--- src/design/odo_pkg.sv ---
// ----------------------------------------------------------------------------
// odo_pkg
// Shared types, register map, datapath commands and constants of the
// differential-drive odometry unit.
// ----------------------------------------------------------------------------
package odo_pkg;

    // Register indexes on the configuration port (byte address = 4 * index)
    localparam logic [1:0] REG_DIST_PER_PULSE  = 2'd0;
    localparam logic [1:0] REG_ANGLE_PER_PULSE = 2'd1;
    localparam logic [1:0] REG_DISTANCE_SCALE  = 2'd2;

    localparam logic [23:0] DIST_PER_PULSE_RST  = 24'd171294;
    localparam logic [23:0] ANGLE_PER_PULSE_RST = 24'd184207;
    localparam logic [17:0] DISTANCE_SCALE_RST  = 18'd87381;

    // CORDIC start vector, Q1.30 gain compensation
    localparam logic signed [33:0] CORDIC_GAIN = 34'sd652032874;

    typedef struct packed {
        logic [23:0] dist_per_pulse;
        logic [23:0] angle_per_pulse;
        logic [17:0] distance_scale;
    } cfg_t;

    typedef enum logic [4:0] {
        OP_NONE,
        OP_HEAD,
        OP_SUM,
        OP_INIT,
        OP_ROT,
        OP_FIX,
        OP_MXL,
        OP_MXH,
        OP_MYL,
        OP_MYH,
        OP_SQX,
        OP_SQY,
        OP_SQY2,
        OP_SQI,
        OP_ROOT,
        OP_SCALE,
        OP_OUT
    } op_t;

    typedef struct packed {
        op_t        op;
        logic [4:0] idx;
    } cmd_t;

    typedef struct packed {
        logic out_busy;
    } status_t;

    // Arctangent of 2^-i in 2^-32 turn units
    function automatic logic signed [33:0] atan_turn(input logic [4:0] i);
        logic signed [33:0] v;
        begin
            case (i)
                5'd0:    v = 34'sd536870912;
                5'd1:    v = 34'sd316933406;
                5'd2:    v = 34'sd167458907;
                5'd3:    v = 34'sd85004756;
                5'd4:    v = 34'sd42667331;
                5'd5:    v = 34'sd21354465;
                5'd6:    v = 34'sd10679838;
                5'd7:    v = 34'sd5340245;
                5'd8:    v = 34'sd2670163;
                5'd9:    v = 34'sd1335087;
                5'd10:   v = 34'sd667544;
                5'd11:   v = 34'sd333772;
                5'd12:   v = 34'sd166886;
                5'd13:   v = 34'sd83443;
                5'd14:   v = 34'sd41722;
                5'd15:   v = 34'sd20861;
                5'd16:   v = 34'sd10430;
                5'd17:   v = 34'sd5215;
                5'd18:   v = 34'sd2608;
                5'd19:   v = 34'sd1304;
                5'd20:   v = 34'sd652;
                5'd21:   v = 34'sd326;
                5'd22:   v = 34'sd163;
                5'd23:   v = 34'sd81;
                5'd24:   v = 34'sd41;
                5'd25:   v = 34'sd20;
                5'd26:   v = 34'sd10;
                5'd27:   v = 34'sd5;
                5'd28:   v = 34'sd3;
                5'd29:   v = 34'sd1;
                5'd30:   v = 34'sd1;
                default: v = 34'sd0;
            endcase
            return v;
        end
    endfunction

    // Clamp a 37-bit signed sum to the signed 32-bit range
    function automatic logic signed [31:0] sat32(input logic signed [36:0] v);
        logic signed [31:0] r;
        begin
            if (v > 37'sd2147483647)
                r = 32'sh7FFFFFFF;
            else if (v < -37'sd2147483648)
                r = 32'sh80000000;
            else
                r = v[31:0];
            return r;
        end
    endfunction

endpackage

--- src/design/odo_ctrl.sv ---
// ----------------------------------------------------------------------------
// odo_ctrl
// Sequencer: steps the datapath through heading, CORDIC, position update,
// square root and scaling for one sample.
// ----------------------------------------------------------------------------
module odo_ctrl #(
    parameter int CORDIC_STEPS = 24
) (
    input  logic              clk,
    input  logic              rst_n,
    input  logic              accept,
    input  odo_pkg::status_t  status,
    output logic              ready,
    output odo_pkg::cmd_t     cmd
);

    typedef enum logic [4:0] {
        S_IDLE, S_HEAD, S_SUM, S_INIT, S_ROT, S_FIX, S_MXL, S_MXH, S_MYL,
        S_MYH, S_SQX, S_SQY, S_SQY2, S_SQI, S_ROOT, S_SCALE, S_OUT
    } state_t;

    localparam logic [4:0] ROT_LAST  = 5'(CORDIC_STEPS - 1);
    localparam logic [4:0] ROOT_LAST = 5'd31;

    state_t        state_reg;
    logic          ready_reg;
    odo_pkg::cmd_t cmd_reg;

    assign ready = ready_reg;
    assign cmd   = cmd_reg;

    // Hold state and registered command
    always_ff @(posedge clk or negedge rst_n)
    begin
        if (!rst_n)
        begin
            state_reg   <= S_IDLE;
            ready_reg   <= 1'b1;
            cmd_reg.op  <= odo_pkg::OP_NONE;
            cmd_reg.idx <= 5'd0;
        end
        else
        begin
            case (state_reg)
                S_IDLE:
                begin
                    if (accept)
                    begin
                        state_reg  <= S_HEAD;
                        ready_reg  <= 1'b0;
                        cmd_reg.op <= odo_pkg::OP_HEAD;
                    end
                end
                S_HEAD:  begin state_reg <= S_SUM;  cmd_reg.op <= odo_pkg::OP_SUM;  end
                S_SUM:   begin state_reg <= S_INIT; cmd_reg.op <= odo_pkg::OP_INIT; end
                S_INIT:
                begin
                    state_reg   <= S_ROT;
                    cmd_reg.op  <= odo_pkg::OP_ROT;
                    cmd_reg.idx <= 5'd0;
                end
                S_ROT:
                begin
                    if (cmd_reg.idx == ROT_LAST)
                    begin
                        state_reg  <= S_FIX;
                        cmd_reg.op <= odo_pkg::OP_FIX;
                    end
                    else
                    begin
                        cmd_reg.idx <= cmd_reg.idx + 5'd1;
                    end
                end
                S_FIX:  begin state_reg <= S_MXL;  cmd_reg.op <= odo_pkg::OP_MXL;  end
                S_MXL:  begin state_reg <= S_MXH;  cmd_reg.op <= odo_pkg::OP_MXH;  end
                S_MXH:  begin state_reg <= S_MYL;  cmd_reg.op <= odo_pkg::OP_MYL;  end
                S_MYL:  begin state_reg <= S_MYH;  cmd_reg.op <= odo_pkg::OP_MYH;  end
                S_MYH:  begin state_reg <= S_SQX;  cmd_reg.op <= odo_pkg::OP_SQX;  end
                S_SQX:  begin state_reg <= S_SQY;  cmd_reg.op <= odo_pkg::OP_SQY;  end
                S_SQY:  begin state_reg <= S_SQY2; cmd_reg.op <= odo_pkg::OP_SQY2; end
                S_SQY2: begin state_reg <= S_SQI;  cmd_reg.op <= odo_pkg::OP_SQI;  end
                S_SQI:
                begin
                    state_reg   <= S_ROOT;
                    cmd_reg.op  <= odo_pkg::OP_ROOT;
                    cmd_reg.idx <= 5'd0;
                end
                S_ROOT:
                begin
                    if (cmd_reg.idx == ROOT_LAST)
                    begin
                        state_reg  <= S_SCALE;
                        cmd_reg.op <= odo_pkg::OP_SCALE;
                    end
                    else
                    begin
                        cmd_reg.idx <= cmd_reg.idx + 5'd1;
                    end
                end
                S_SCALE: begin state_reg <= S_OUT; cmd_reg.op <= odo_pkg::OP_OUT; end
                S_OUT:
                begin
                    // wait for the output register to free up
                    if (!status.out_busy)
                    begin
                        state_reg  <= S_IDLE;
                        ready_reg  <= 1'b1;
                        cmd_reg.op <= odo_pkg::OP_NONE;
                    end
                end
                default:
                begin
                    state_reg  <= S_IDLE;
                    ready_reg  <= 1'b1;
                    cmd_reg.op <= odo_pkg::OP_NONE;
                end
            endcase
        end
    end

endmodule

--- config.mk ---
export PLATFORM = sky130hd
export DESIGN_NAME = odo_ctrl
export DESIGN_NICKNAME = d
export VERILOG_FILES = /design/src/design/odo_pkg.sv /design/src/design/odo_ctrl.sv
export SDC_FILE = /design/constraint.sdc
export NUM_CORES = 1
export LEC_CHECK = 0
export BUFFER_PORTS_ARGS = -buffer_cell sky130_fd_sc_hd__buf_4
export CORE_UTILIZATION = 39
export DETAILED_ROUTE_END_ITERATION = 8
export MAX_ROUTING_LAYER = met4
export SLEW_MARGIN = 20
export SYNTH_ARGS = -nofsm -noshare
export SYNTH_HDL_FRONTEND = slang
export SYNTH_SLANG_ARGS = --single-unit
--- constraint.sdc ---
create_clock -name clk -period 2 [get_ports clk]
set_clock_uncertainty 0.05 [all_clocks]
set_input_delay 0.2 -clock clk [delete_from_list [all_inputs] [get_ports clk]]
set_output_delay 0.2 -clock clk [all_outputs]
set_load 0.01 [all_outputs]
==> out/results.txt <==
status: finished clean
pin count of the biggest net entering global routing: 13
Min-Delay Path Class: input port to flop
Final ANT Viol Nets: 0
share of cells above drive strength 1: 35.42%
Power Density: 1658 mW/mm^2
worst hold start: status
Clock transition at path regs: 0.08 ns
die height: 45.32 um
Hold Crit Depth: 2
post-layout util: 52.33%
post-synthesis cell area: 732.0 um^2
worst reg-to-reg path cell count: 5
ANT cells: 0
VDD IR-drop max: 0.7909 mV
leakage power: 0.3960 nW
Distinct cells, synth: 39
minimum clock period: 1.922 ns
maxcap violations: 0
CP Class: flop to flop
RSZ-0062 raised after global routing: true
Cells after Synth: 76
Clock Latency Late Sink: 0.27 ns
syn avg cell area: 9.631 um^2
Tightest Pin Transition: 0.5668 ns
Avg WL per Cell: 13.32 um
Post-Syn Nets: 82
# rows: 15
total die area: 0.002054 mm^2
Slew HR: 61.87%
Via density: 5.174
Finished Layout Cells: 121
Crit path arrival time: 2.04 ns
Die Span X: 45.32 um
critical path capture point type: flop
Tot GR Track Use: 17.32%
Layout Nets: 103
Met1 Routed Length: 817 um
Root Buffer: clkbuf_4
Remaining DRCs: 0
# clock sinks: 11
post-CTS setup buffers: 0
Fin Setup TNS: 0 ns
global-route wire length before repair: 2442 um
Post-DP Area: 858.3 um^2
maximum clock rate: 520.3 MHz
post-synthesis sequential area ratio: 37.78%
period utilization: 96.10%
area of the core: 0.001745 mm^2
initial DRC count: 13
max-slew violations: 0
Critical Path RT: 2.12 ns
met2 routed WL: 724 um
Initial Util: 41.94%
final-report hold violation count: 0
Syn-to-layout area delta: 24.79%
H-tree levels: 1
final WL: 1612 um
design area: 913.4 um^2
Reg2Reg Setup Slack: 0.08 ns
crit start category: flop
vias in the first global route: 517
IO Count: 15
total CTS buffers: 3
final setup fails: 0
#FFs+latches synth: 11
highest routed layer: met4
post-placement setup slack: 0.1113 ns
CTS tree: built
WHS Endpoint: ready
WL met3: 55 um
clk buf depth: 2
detailed-router iteration count before antenna repair: 4
crit path max fanout: 10
GPL Wtd Cong: 0.7338
reg2reg end: cmd[5]
gr ovfl total: 0
port buffer count: 14
fin worst setup slack: 0.07808 ns
initial antenna violation count: 0
Largest register FFs: 10
yosys warns: 0
Placed Cells: 115
DPL Wire Length: 1098 um
FF-to-FF Start: cmd[6]
vias: 626
-- layer usage --
metal	vias up	track usage, %
li1	315	-
met3	2	2.400
met2	17	22.32
met5	-	-
met4	0	7.273
met1	292	26.35
-- final cells by class --
cell class / instances / area, um^2
repair buffers: 20 / 152.6
inverters: 5 / 18.77
flip-flops and latches: 11 / 276.5
multi-input cells: 56 / 407.9
fillers: 178 / 832.0
clock buffers: 4 / 26.28
well taps: 25 / 31.28
-- Yosys cell counts --
cell type  count  area share (%)
a21boi_0       1             1.0
a21o_1         1             1.0
a21o_2         1             1.2
a21oi_1        5             3.4
a21oi_2        1             1.2
a311o_2        1             1.5
a31oi_1        1            0.86
and2_1         2             1.7
and3_1         1            0.86
and4b_4        1             1.9
and4bb_2       1             1.7
buf_4          1             1.0
buf_6          2             3.1
clkbuf_1       1            0.51
clkbuf_8       1             1.9
dfrtp_1       10              34
dfstp_2        1             3.6
ha_1           2             3.4
inv_1          4             2.1
inv_2          1            0.51
nand2_1        5             2.6
nand2b_1       1            0.86
nand3_1        6             4.1
nand3b_1       1             1.0
nand4_1        1            0.86
nor2_1         4             2.1
nor3_1         1            0.68
nor3b_1        1             1.0
nor4_1         1            0.86
nor4_2         1             1.7
nor4b_2        1             2.1
o21ai_0        5             3.4
o21ai_1        1            0.68
o311ai_4       1             3.6
o31ai_1        1             1.0
or3_1          1            0.86
or3b_1         1             1.2
xnor2_1        3             3.6
xor2_1         1             1.2
-- worst max path at each step --
stage / from / end / slack (ns) / cells past startpoint
3_3_place_gp: cmd[1] / cmd[3] / 0.14 / 7
4_1_cts: cmd[1] / cmd[3] / 0.09 / 7
5_1_grt: cmd[6] / cmd[5] / -0.04 / 5
6_report: cmd[6] / cmd[5] / 0.08 / 5
2_1_floorplan: cmd[0] / cmd[3] / 0.12 / 7
3_5_place_dp: cmd[1] / cmd[3] / 0.11 / 7
-- through the flow --
step	power [W]	hold slack (ns)
after detailed placement	0.001308	-0.0007172
after CTS	0.001469	0.03284
after global routing	0.001650	0.03292
after floorplan	0.001063	-0.1456
final	0.001515	0.04021
after global placement	0.001289	-0.004563
-- cells in the final DEF (no fill, tap or decap), drive strengths merged, types with 2 or more instances in the layout --
cell type,instances
and2,2
nand3,6
o311ai,2
inv,5
dfrtp,10
nor2,4
o21ai,6
buf,19
ha,2
xnor2,3
nor4,2
nand2,5
a21oi,6
clkbuf,4
a21o,2
-- timing repair --
item,in CTS,in global routing
endpoints found under the hold margin,11,0
gates resized for setup,0,1
hold buffers,1,0
setup endpoints to repair,0,2
-- worst max-delay path, stage by stage, from the launching register on --
cell,delay [ns]
dfrtp_1,0.50
nor4b_2,0.33
nand3_1,0.22
o311ai_2,0.42
inv_2,0.06
nor4_2,0.23
-- report_power, final --
group	switching [W]	internal, W	total [W]
combinational	0.000417	0.000447	0.000864
sequential	0.000168	0.000325	0.000493
clock	0.0000797	0.0000772	0.000157
total	0.000665	0.000850	0.00151
-- cell families after synthesis --
| kind of cell | after synthesis | synth area share [%] |
|---|---|---|
| DFF | 11 | 37.78 |
| buffers and inverters | 10 | 9.058 |
| AOI/OAI and AO/OA | 19 | 18.98 |
| adders and majority gates | 2 | 3.418 |
| and+or+nand+nor | 30 | 25.98 |
| xor gates and xnor gates | 4 | 4.787 |
Note: power is estimated with default switching activity, not from simulation.
