<file path="src/design/odo_pkg.sv">
// ----------------------------------------------------------------------------
// odo_pkg
// Shared types, register map, datapath commands and constants of the
// differential-drive odometry unit.
// ----------------------------------------------------------------------------
package odo_pkg;

    // Register indexes on the configuration port (byte address = 4 * index)
    localparam logic [1:0] REG_DIST_PER_PULSE  = 2'd0;
    localparam logic [1:0] REG_ANGLE_PER_PULSE = 2'd1;
    localparam logic [1:0] REG_DISTANCE_SCALE  = 2'd2;

    localparam logic [23:0] DIST_PER_PULSE_RST  = 24'd171294;
    localparam logic [23:0] ANGLE_PER_PULSE_RST = 24'd184207;
    localparam logic [17:0] DISTANCE_SCALE_RST  = 18'd87381;

    // CORDIC start vector, Q1.30 gain compensation
    localparam logic signed [33:0] CORDIC_GAIN = 34'sd652032874;

    typedef struct packed {
        logic [23:0] dist_per_pulse;
        logic [23:0] angle_per_pulse;
        logic [17:0] distance_scale;
    } cfg_t;

    typedef enum logic [4:0] {
        OP_NONE,
        OP_HEAD,
        OP_SUM,
        OP_INIT,
        OP_ROT,
        OP_FIX,
        OP_MXL,
        OP_MXH,
        OP_MYL,
        OP_MYH,
        OP_SQX,
        OP_SQY,
        OP_SQY2,
        OP_SQI,
        OP_ROOT,
        OP_SCALE,
        OP_OUT
    } op_t;

    typedef struct packed {
        op_t        op;
        logic [4:0] idx;
    } cmd_t;

    typedef struct packed {
        logic out_busy;
    } status_t;

    // Arctangent of 2^-i in 2^-32 turn units
    function automatic logic signed [33:0] atan_turn(input logic [4:0] i);
        logic signed [33:0] v;
        begin
            case (i)
                5'd0:    v = 34'sd536870912;
                5'd1:    v = 34'sd316933406;
                5'd2:    v = 34'sd167458907;
                5'd3:    v = 34'sd85004756;
                5'd4:    v = 34'sd42667331;
                5'd5:    v = 34'sd21354465;
                5'd6:    v = 34'sd10679838;
                5'd7:    v = 34'sd5340245;
                5'd8:    v = 34'sd2670163;
                5'd9:    v = 34'sd1335087;
                5'd10:   v = 34'sd667544;
                5'd11:   v = 34'sd333772;
                5'd12:   v = 34'sd166886;
                5'd13:   v = 34'sd83443;
                5'd14:   v = 34'sd41722;
                5'd15:   v = 34'sd20861;
                5'd16:   v = 34'sd10430;
                5'd17:   v = 34'sd5215;
                5'd18:   v = 34'sd2608;
                5'd19:   v = 34'sd1304;
                5'd20:   v = 34'sd652;
                5'd21:   v = 34'sd326;
                5'd22:   v = 34'sd163;
                5'd23:   v = 34'sd81;
                5'd24:   v = 34'sd41;
                5'd25:   v = 34'sd20;
                5'd26:   v = 34'sd10;
                5'd27:   v = 34'sd5;
                5'd28:   v = 34'sd3;
                5'd29:   v = 34'sd1;
                5'd30:   v = 34'sd1;
                default: v = 34'sd0;
            endcase
            return v;
        end
    endfunction

    // Clamp a 37-bit signed sum to the signed 32-bit range
    function automatic logic signed [31:0] sat32(input logic signed [36:0] v);
        logic signed [31:0] r;
        begin
            if (v > 37'sd2147483647)
                r = 32'sh7FFFFFFF;
            else if (v < -37'sd2147483648)
                r = 32'sh80000000;
            else
                r = v[31:0];
            return r;
        end
    endfunction

endpackage

</file>
<file path="src/design/odo_regs.sv">
// ----------------------------------------------------------------------------
// odo_regs
// APB-style configuration registers with zero-wait-state access.
// ----------------------------------------------------------------------------
module odo_regs (
    input  logic               clk,
    input  logic               rst_n,
    input  logic               psel,
    input  logic               penable,
    input  logic               pwrite,
    input  logic [3:0]         paddr,
    input  logic [31:0]        pwdata,
    output logic [31:0]        prdata,
    output logic               pready,
    output odo_pkg::cfg_t      cfg
);

    odo_pkg::cfg_t cfg_reg;
    logic          wr_en;

    assign pready = 1'b1;
    assign wr_en  = psel && penable && pwrite;
    assign cfg    = cfg_reg;

    // Write the addressed register, ignore addresses beyond the map
    always_ff @(posedge clk or negedge rst_n)
    begin
        if (!rst_n)
        begin
            cfg_reg.dist_per_pulse  <= odo_pkg::DIST_PER_PULSE_RST;
            cfg_reg.angle_per_pulse <= odo_pkg::ANGLE_PER_PULSE_RST;
            cfg_reg.distance_scale  <= odo_pkg::DISTANCE_SCALE_RST;
        end
        else if (wr_en)
        begin
            case (paddr[3:2])
                odo_pkg::REG_DIST_PER_PULSE:  cfg_reg.dist_per_pulse  <= pwdata[23:0];
                odo_pkg::REG_ANGLE_PER_PULSE: cfg_reg.angle_per_pulse <= pwdata[23:0];
                odo_pkg::REG_DISTANCE_SCALE:  cfg_reg.distance_scale  <= pwdata[17:0];
                default: ;
            endcase
        end
    end

    // Return the addressed register
    always_comb
    begin
        case (paddr[3:2])
            odo_pkg::REG_DIST_PER_PULSE:  prdata = {8'd0, cfg_reg.dist_per_pulse};
            odo_pkg::REG_ANGLE_PER_PULSE: prdata = {8'd0, cfg_reg.angle_per_pulse};
            odo_pkg::REG_DISTANCE_SCALE:  prdata = {14'd0, cfg_reg.distance_scale};
            default:                      prdata = 32'd0;
        endcase
    end

endmodule

</file>
<file path="config.mk">
export PLATFORM = sky130hd
export DESIGN_NAME = odo_regs
export DESIGN_NICKNAME = d
export VERILOG_FILES = /design/src/design/odo_pkg.sv /design/src/design/odo_regs.sv
export SDC_FILE = /design/constraint.sdc
export NUM_CORES = 1
export LEC_CHECK = 0
export BUFFER_PORTS_ARGS = -buffer_cell sky130_fd_sc_hd__clkbuf_2
export CAP_MARGIN = 10
export CORE_ASPECT_RATIO = 1.5
export CORE_MARGIN = 2
export CORE_UTILIZATION = 35
export CTS_CLUSTER_DIAMETER = 200
export DETAILED_ROUTE_END_ITERATION = 10
export HOLD_SLACK_MARGIN = 0.06
export PLACE_DENSITY = 0.67
export SLEW_MARGIN = 20
export SYNTH_ARGS = -nofsm -noshare
export SYNTH_HDL_FRONTEND = slang
export SYNTH_SLANG_ARGS = --single-unit
</file>
<file path="constraint.sdc">
create_clock -name clk -period 1.4 [get_ports clk]
set_clock_uncertainty 0.2 [all_clocks]
set_input_delay 0 -clock clk [delete_from_list [all_inputs] [get_ports clk]]
set_output_delay 0 -clock clk [all_outputs]
set_load 0.02 [all_outputs]
</file>
==> results summary, run 1 <==
In the synthesized netlist the dominant register cell turns out to be sky130_fd_sc_hd__dfrtp_1. The worst hold path belongs to the class primary input to register. The CTS tree is done. The share of the cycle needed by the critical path after routing came out at 1.05. After global routing, the most crowded layer is met2.

The detailed placement HPWL came out at 5540 um. In this run, synthesis inferred 0 flip-flops with an integrated enable. The largest net degree at the start of global routing is 67. The global-route wire length before repair is ~13000 um. For this run, asynchronously set or reset flops after synthesis account for 1.00.

STA classifies the critical path endpoint as an output pin. The cell area that synthesis handed to floorplanning was 3130 sq um. The filler-free cell count of the finished design came out at 518. The classification of the worst setup path is register to output pin.

The maximum clock path buffer count is 2. The clock-pin slew on the worst setup and hold paths is 50 ps. The register with the most flip-flops in the layout has 66 of them. In the final design database the tool counted 444 nets. The flow ran to the end, but the final reports show violations. In this run the static leakage power is about 0.0023 uW. The portion of synthesized cell area occupied by the leading cell type is 0.280. The number of filler cells placed in the layout came out at 764. The repair_antennas step left the layout with diodes totalling 0.

The register-to-register setup slack is 370 ps. In the global route stage, overall resource usage came out at 0.175. The smallest hold slack is about 110 ps.

The met3 capacity usage during global routing is 0.0376. The worst setup path is launched from a register. The first-pass iteration count of the detailed router is 4. After synthesis, the netlist uses 19 different library cells. For this design, the slowest cell found on the critical path is sky130_fd_sc_hd__dfstp_2.

The count of H-tree levels built during CTS came out at 3. Yosys attributes the largest share of cell area to sky130_fd_sc_hd__dfrtp_1 28%, sky130_fd_sc_hd__dfstp_2 26%, sky130_fd_sc_hd__mux2_2 17%, sky130_fd_sc_hd__mux2_4 9.6%, sky130_fd_sc_hd__mux2i_1 7.7%. The total count of hold-check failures in the final report is 0. The final-report setup violation count came out at 12.

Grouping stages by cell kind, the critical path spends the most delay in flip-flops. The die extent in x came out at between 80 and 90 um. The initial cell density of the core came out at 0.357. In this run the number of cells on the critical path is 3. The total congestion overflow after global routing is 0. The sequential element share of the synthesized area is 0.540. Based on the critical path, the design can be clocked at up to 0.681 GHz. Dividing the detail-routed wire length by the instance count gives between 15 and 20 um. The highest cell delay on the worst timing path came out at 530 ps.

The detail-routed via count per cell came out at 4.73. Counting instances in the post-synthesis netlist gives the leading cell types as 46 x sky130_fd_sc_hd__mux2_2, 35 x sky130_fd_sc_hd__dfrtp_1, 31 x sky130_fd_sc_hd__dfstp_2. The number of global-route vias before repair is 2479. The met2 routing resource usage after global routing came out at 0.321. The clock latency at the later pin of the worst-skew pair is 320 ps. The power density over the cells is 1590 nW/um^2. Routability-driven placement finished with a final weighted congestion of 0.742. Summed over all instances, the cell type with the most area after synthesis is sky130_fd_sc_hd__dfrtp_1.

During synthesis, Yosys emitted a total of 0 warnings. The number of core rows is 42. STA puts the critical path data arrival time at 1270 ps.

The die outline area is 9740 sq um. The number of synthesized register bits is 66. The average cell area after synthesis is 13.7 sq um. Setup repair after global routing could not meet its margin everywhere.

The final reports fail on setup timing. The met1 track demand over resource came out at 0.188. The critical path ends at prdata[11].

The final layout contains routed wiring with a total length of 8330 um. The worst-case IR drop observed on VDD is approximately 0.7 mV. The biggest fanout along the worst timing path is 2.

The endpoint identified for the worst register-to-register timing path is cfg[26]$_DFFE_PN1P_. The layout overhead on the synthesized area is 48.5%. The initial antenna violation count is 0. The number of placed I/O pins is 140.

The area of the core region is 8780 sq um. Setup slack on the critical path of the routed design comes to -68.6 ps. The final antenna-violating net count is 0. Input and output buffers added on the ports amount to 120. The tree built by TritonCTS fans out to 66 sinks.

The CTS root buffer is sky130_fd_sc_hd__clkbuf_16. The first element of the critical path is cfg[29]$_DFFE_PN1P_. For the worst setup path, the data required time is approximately 1200 ps. The number of DRC markers in iteration 0 came out at 80. The final-report max-slew violation count came out at 0. The most common cell in the netlist is sky130_fd_sc_hd__mux2_2. The instance count after placement with tap cells included is 459. For the worst flop-to-flop path, the logic depth is 2. The signal on the critical path passes through mux2i_1, o21ai_1, buf_4. The share of layout cells above drive strength 1 came out at 0.657.

Across the run, the number of max-cap violations was 0. Adding up every negative setup slack in the final design gives -280 ps. The number of instances in the synthesized netlist is between 200 and 250. The buffers plus inverters on the worst setup path is 1. The chip height came out at 120 um.

The total clock buffers created by CTS came out at 9. The startpoint identified for the worst register-to-register timing path is cfg[26]$_DFFE_PN1P_. The routed layout has 2449 vias. The remaining routing DRC violations came out at 0.

The clock period minus final worst setup slack is 1470 ps.
## report_power, final
group          switching [uW]  internal [uW]
logic                    1410           1190
registers                 341           2510
clock network             742           1190
## per-layer routing
layer | vias to the layer above | wire length [um] | part of all wire
li1 | 1129 | - | -
met1 | 1224 | 3140 | 0.38
met2 | 85 | 4640 | 0.56
met3 | 11 | 395 | 0.047
met4 | 0 | 157 | 0.019
met5 | - | 0 | 0
## worst reg2reg max path: stages (launching register included)
cell and delay [ps]:
sky130_fd_sc_hd__dfstp_2 530, sky130_fd_sc_hd__buf_4 110, sky130_fd_sc_hd__mux2_4 140
## stage by stage
step / setup WS [ps] / utilization / instance area (sq um) / total power (uW)
after floorplan: -2.61 / - / 3160 / 4320
after detailed placement: -159 / 0.451 / 3960 / 5190
after global placement: -142 / 0.451 / 3960 / 5140
after CTS: -92.2 / 0.527 / 4620 / 7430
final: -68.6 / 0.530 / 4650 / 7390
after global routing: -140 / 0.530 / 4650 / 7760
## cell usage in the layout, fill, tap and decap left out, types with 5 or more instances in the layout
cell | netlist | routed
sky130_fd_sc_hd__dfstp_2 | 31 | 31
sky130_fd_sc_hd__mux2i_1 | 24 | 24
sky130_fd_sc_hd__clkbuf_16 | 0 | 10
sky130_fd_sc_hd__conb_1 | 2 | 9
sky130_fd_sc_hd__buf_12 | 0 | 5
sky130_fd_sc_hd__mux2_4 | 20 | 20
sky130_fd_sc_hd__nand2_1 | 18 | 18
sky130_fd_sc_hd__buf_4 | 9 | 44
sky130_fd_sc_hd__clkbuf_2 | 0 | 101
sky130_fd_sc_hd__mux2_2 | 46 | 46
sky130_fd_sc_hd__dlygate4sd3_1 | 0 | 26
sky130_fd_sc_hd__nor2_1 | 6 | 6
sky130_fd_sc_hd__dfrtp_1 | 35 | 35
sky130_fd_sc_hd__o21ai_1 | 0 | 17
## layout make-up
type                       count  area, sq um  area share
sequential                    66         1690       0.364
timing repair buffer         180         1240       0.266
clock inverter                 3         17.5     0.00377
tap                          110          138      0.0296
clock buffer                  13          240      0.0517
multi-input combinational    146         1330       0.286
## cell families after synthesis
kind of cell	Yosys count	synth area share
AOI/OAI and AO/OA	18	0.0288
buffers and inverters	24	0.0503
DFF	66	0.540
muxes	90	0.338
other	2	0.00240
and+or+nand+nor	29	0.0408
## what timing repair did
item | CTS | global route
endpoints found under the hold margin | 132 | 0
gates resized for setup | 25 | 29
hold buffers | 26 | 0
buffers inserted | 15 | 2
endpoints found under the setup margin | 15 | 39
pin swaps | 7 | 8
## worst min path at each step
stage,from,to,cells past startpoint
detailed placement,rst_n,cfg[62]$_DFFE_PN0P_,2
finish,paddr[3],cfg[29]$_DFFE_PN1P_,4
CTS,paddr[3],cfg[21]$_DFFE_PN1P_,4
global route,paddr[3],cfg[22]$_DFFE_PN0P_,4
floorplan,rst_n,cfg[11]$_DFFE_PN0P_,0
global placement,rst_n,cfg[62]$_DFFE_PN0P_,2
Power figures use the tool's default switching activity.
==> run 2, diff against run 1 <==
--- a/config.mk
+++ b/config.mk
@@ -7,7 +7,6 @@
 export LEC_CHECK = 0
 export BUFFER_PORTS_ARGS = -buffer_cell sky130_fd_sc_hd__clkbuf_2
 export CAP_MARGIN = 10
-export CORE_ASPECT_RATIO = 1.5
 export CORE_MARGIN = 2
 export CORE_UTILIZATION = 35
 export CTS_CLUSTER_DIAMETER = 200
==> constraint.sdc (replaced) <==
create_clock -name clk -period 1.6 [get_ports clk]
set_clock_uncertainty 0.2 [all_clocks]
set_input_delay 0 -clock clk [delete_from_list [all_inputs] [get_ports clk]]
set_output_delay 0 -clock clk [all_outputs]
set_load 0.02 [all_outputs]
==> results summary, run 2 (synthesis results as in run 1) <==
The final estimated routing congestion in global placement came out at 0.716. The element type at the critical path start is a register. The clock period minus final worst setup slack came out at 1530 ps. The most common cell after layout, fill and taps aside is sky130_fd_sc_hd__clkbuf_2. Among cell families on the critical path, the largest total delay comes from flip-flops.

The worst setup path is captured at an output pin. The largest vdd supply drop came out at 0.706 mV. The register area came out at 1690 sq um. The path length in cells of the critical path came out at 3. The routed via count is 2354. The final-report max-slew violation count is 0. The die extent in x came out at 98.6 um. The detail-routed via count per cell is 4.73. The count of nets after finishing is ~430. Clock-pin slew was measured on the worst setup and hold paths at roughly 70 ps. The worst setup path is of the register to output pin kind. The largest net degree at the start of global routing is 67. For this run, the total global-route usage over all layers was measured as 0.160. The top cell types in the final layout, fill and taps aside, are 114 x sky130_fd_sc_hd__clkbuf_2, 46 x sky130_fd_sc_hd__mux2_2, 35 x sky130_fd_sc_hd__dfrtp_1. Across the run, the number of max-cap violations was 0. Counting every sink on the clock net gives 66. The multi-input combinational cells in the finished layout cover a total of 1320 sq um.

140 I/O pins were placed. Setup repair after global routing left no endpoint under its margin. The cell sitting at the root of the clock tree is a sky130_fd_sc_hd__clkbuf_8. The smallest hold slack is between 100 and 150 ps. The endpoint required time on the critical path came out at 1400 ps.

The chip height came out at 98.6 um. The largest single stage delay on the critical path is 550 ps. The final antenna-violating net count is 0. The buffers plus inverters on the worst setup path is 1.

The maximum clock path buffer count came out at 2. TritonCTS built the clock tree. The floorplan has 34 rows.

In the finished design, the share of the clock period the worst path needs comes to 0.956. The total congestion overflow after global routing is 0. Along the worst path, the maximum fanout reaches 3. The layout overhead on the synthesized area is 38.6%.

The first-pass iteration count of the detailed router came out at 4. The total area inside the core boundary comes to just under 9000 sq um. The overall routed net length came out at approximately 7700 um.

The remaining routing DRC violations is 0. Power spread over the standard cell area amounts to between 1000 and 1500 nW/um^2. The final antenna diode count came out at 0. For this configuration, the core starts out at a cell density of 0.361. The critical path arrival is 1330 ps.

In this run, CTS created clock tree buffers numbering 9. The die outline area came out at between 9000 and 10000 sq um. The global-route wire length before repair is 12200 um. The clock reaches the later pin of the worst-skew pair after about 330 ps. After detailed routing, the average wire length per cell comes to 15.4 um. The share of layout cells above drive strength 1 is 0.646.

Setup violations remaining at the end of the flow were counted as 0. The run finished with clean final reports. The number of buffers inserted by post-CTS setup repair came out at 0. The detailed placement HPWL is ~5200 um. Summed over all cells, the static leakage comes to 0.00218 uW.

After filler insertion, the fill cell instance count of the layout stands at about 800. The initial antenna violation count came out at 0. The total of buffers placed on input and output ports came out at 120. The length in cells of the worst reg-to-reg path came out at 1. The total count of hold-check failures in the final report came out at 0. The number of stages on the worst hold path is 4. The peak clock frequency supported by timing came out at 0.654 GHz. The final setup TNS came out at 0 ps. The worst hold path belongs to the class primary input to register. The critical path goes through mux2i_1, o21ai_1, clkbuf_4. The count of H-tree levels built during CTS is 3. The slowest stage of the critical path belongs to the cell sky130_fd_sc_hd__dfstp_2. The register with the most flip-flops in the layout has 66 of them. The design draws 5900 uW. The number of global-route vias before repair was 2363. The detailed router finished its first iteration with 93 violations.
-- run 2: cell count changes in the layout (fill, tap and decap cells not counted), moves of 2 or more --
cell                        before  now
sky130_fd_sc_hd__buf_4          44   15
sky130_fd_sc_hd__o21ai_0         0   15
sky130_fd_sc_hd__o21ai_1        17    3
sky130_fd_sc_hd__clkbuf_2      101  114
sky130_fd_sc_hd__clkbuf_16      10    0
sky130_fd_sc_hd__clkbuf_8        0   10
sky130_fd_sc_hd__buf_12          5    1
sky130_fd_sc_hd__clkbuf_1        4    1
sky130_fd_sc_hd__buf_2           3    5
-- run 2: repair_timing --
item                                    4_1_cts  5_1_grt
hold buffers                                 26        0
endpoints found under the setup margin        1        4
resized for setup                             2        6
hold endpoints to repair                    132        0
-- run 2: per-layer routing --
| layer | global-route usage | vias to the layer above | part of all wire |
|---|---|---|---|
| li1 | - | 1091 | - |
| met4 | 0.0411 | 0 | 0.016 |
| met5 | 0 | - | 0 |
| met3 | 0.0525 | 11 | 0.061 |
| met2 | 0.262 | 90 | 0.48 |
| met1 | 0.207 | 1162 | 0.44 |
-- run 2: final cells by class --
class,count,share of cell area
clock buffer,11,0.0326
clock inverter,5,0.0124
multi-input combinational,146,0.305
sequential,66,0.389
tap,108,0.0311
timing repair buffer,162,0.229
-- run 2: worst paths after layout --
kind	from	to	slack, ps
setup / recovery	cfg[26]$_DFFE_PN1P_	prdata[8]	70
hold / removal	paddr[3]	cfg[33]$_DFFE_PN1P_	150
setup reg to reg	cfg[13]$_DFFE_PN0P_	cfg[13]$_DFFE_PN0P_	610
hold reg to reg	cfg[51]$_DFFE_PN0P_	cfg[51]$_DFFE_PN0P_	340
max in group asynchronous	rst_n	cfg[53]$_DFFE_PN1P_	280
min in group asynchronous	rst_n	cfg[40]$_DFFE_PN0P_	580
-- run 2: metrics by stage --
stage / utilization / instances / cell area, sq um / worst slack [ps]
floorplan: - / 236 / 3160 / 185
global placement: 0.447 / 456 / 3880 / 77.3
detailed placement: 0.447 / 456 / 3880 / 62.3
CTS: 0.500 / 498 / 4340 / 27.4
global route: 0.500 / 498 / 4340 / 0.542
finish: 0.500 / 498 / 4340 / 70.1
-- run 2: power breakdown --
| group | internal (uW) | total (uW) | switching (uW) |
|---|---|---|---|
| Combinational | 864 | 2010 | 1150 |
| Clock | 757 | 1380 | 618 |
| Sequential | 2200 | 2510 | 312 |
-- run 2: tightest hold or removal path, delay by kind of cell --
family,cells,cell delay (ps)
buffers and inverters,2,340
multiplexers,1,190
AND/OR/NAND/NOR,1,120
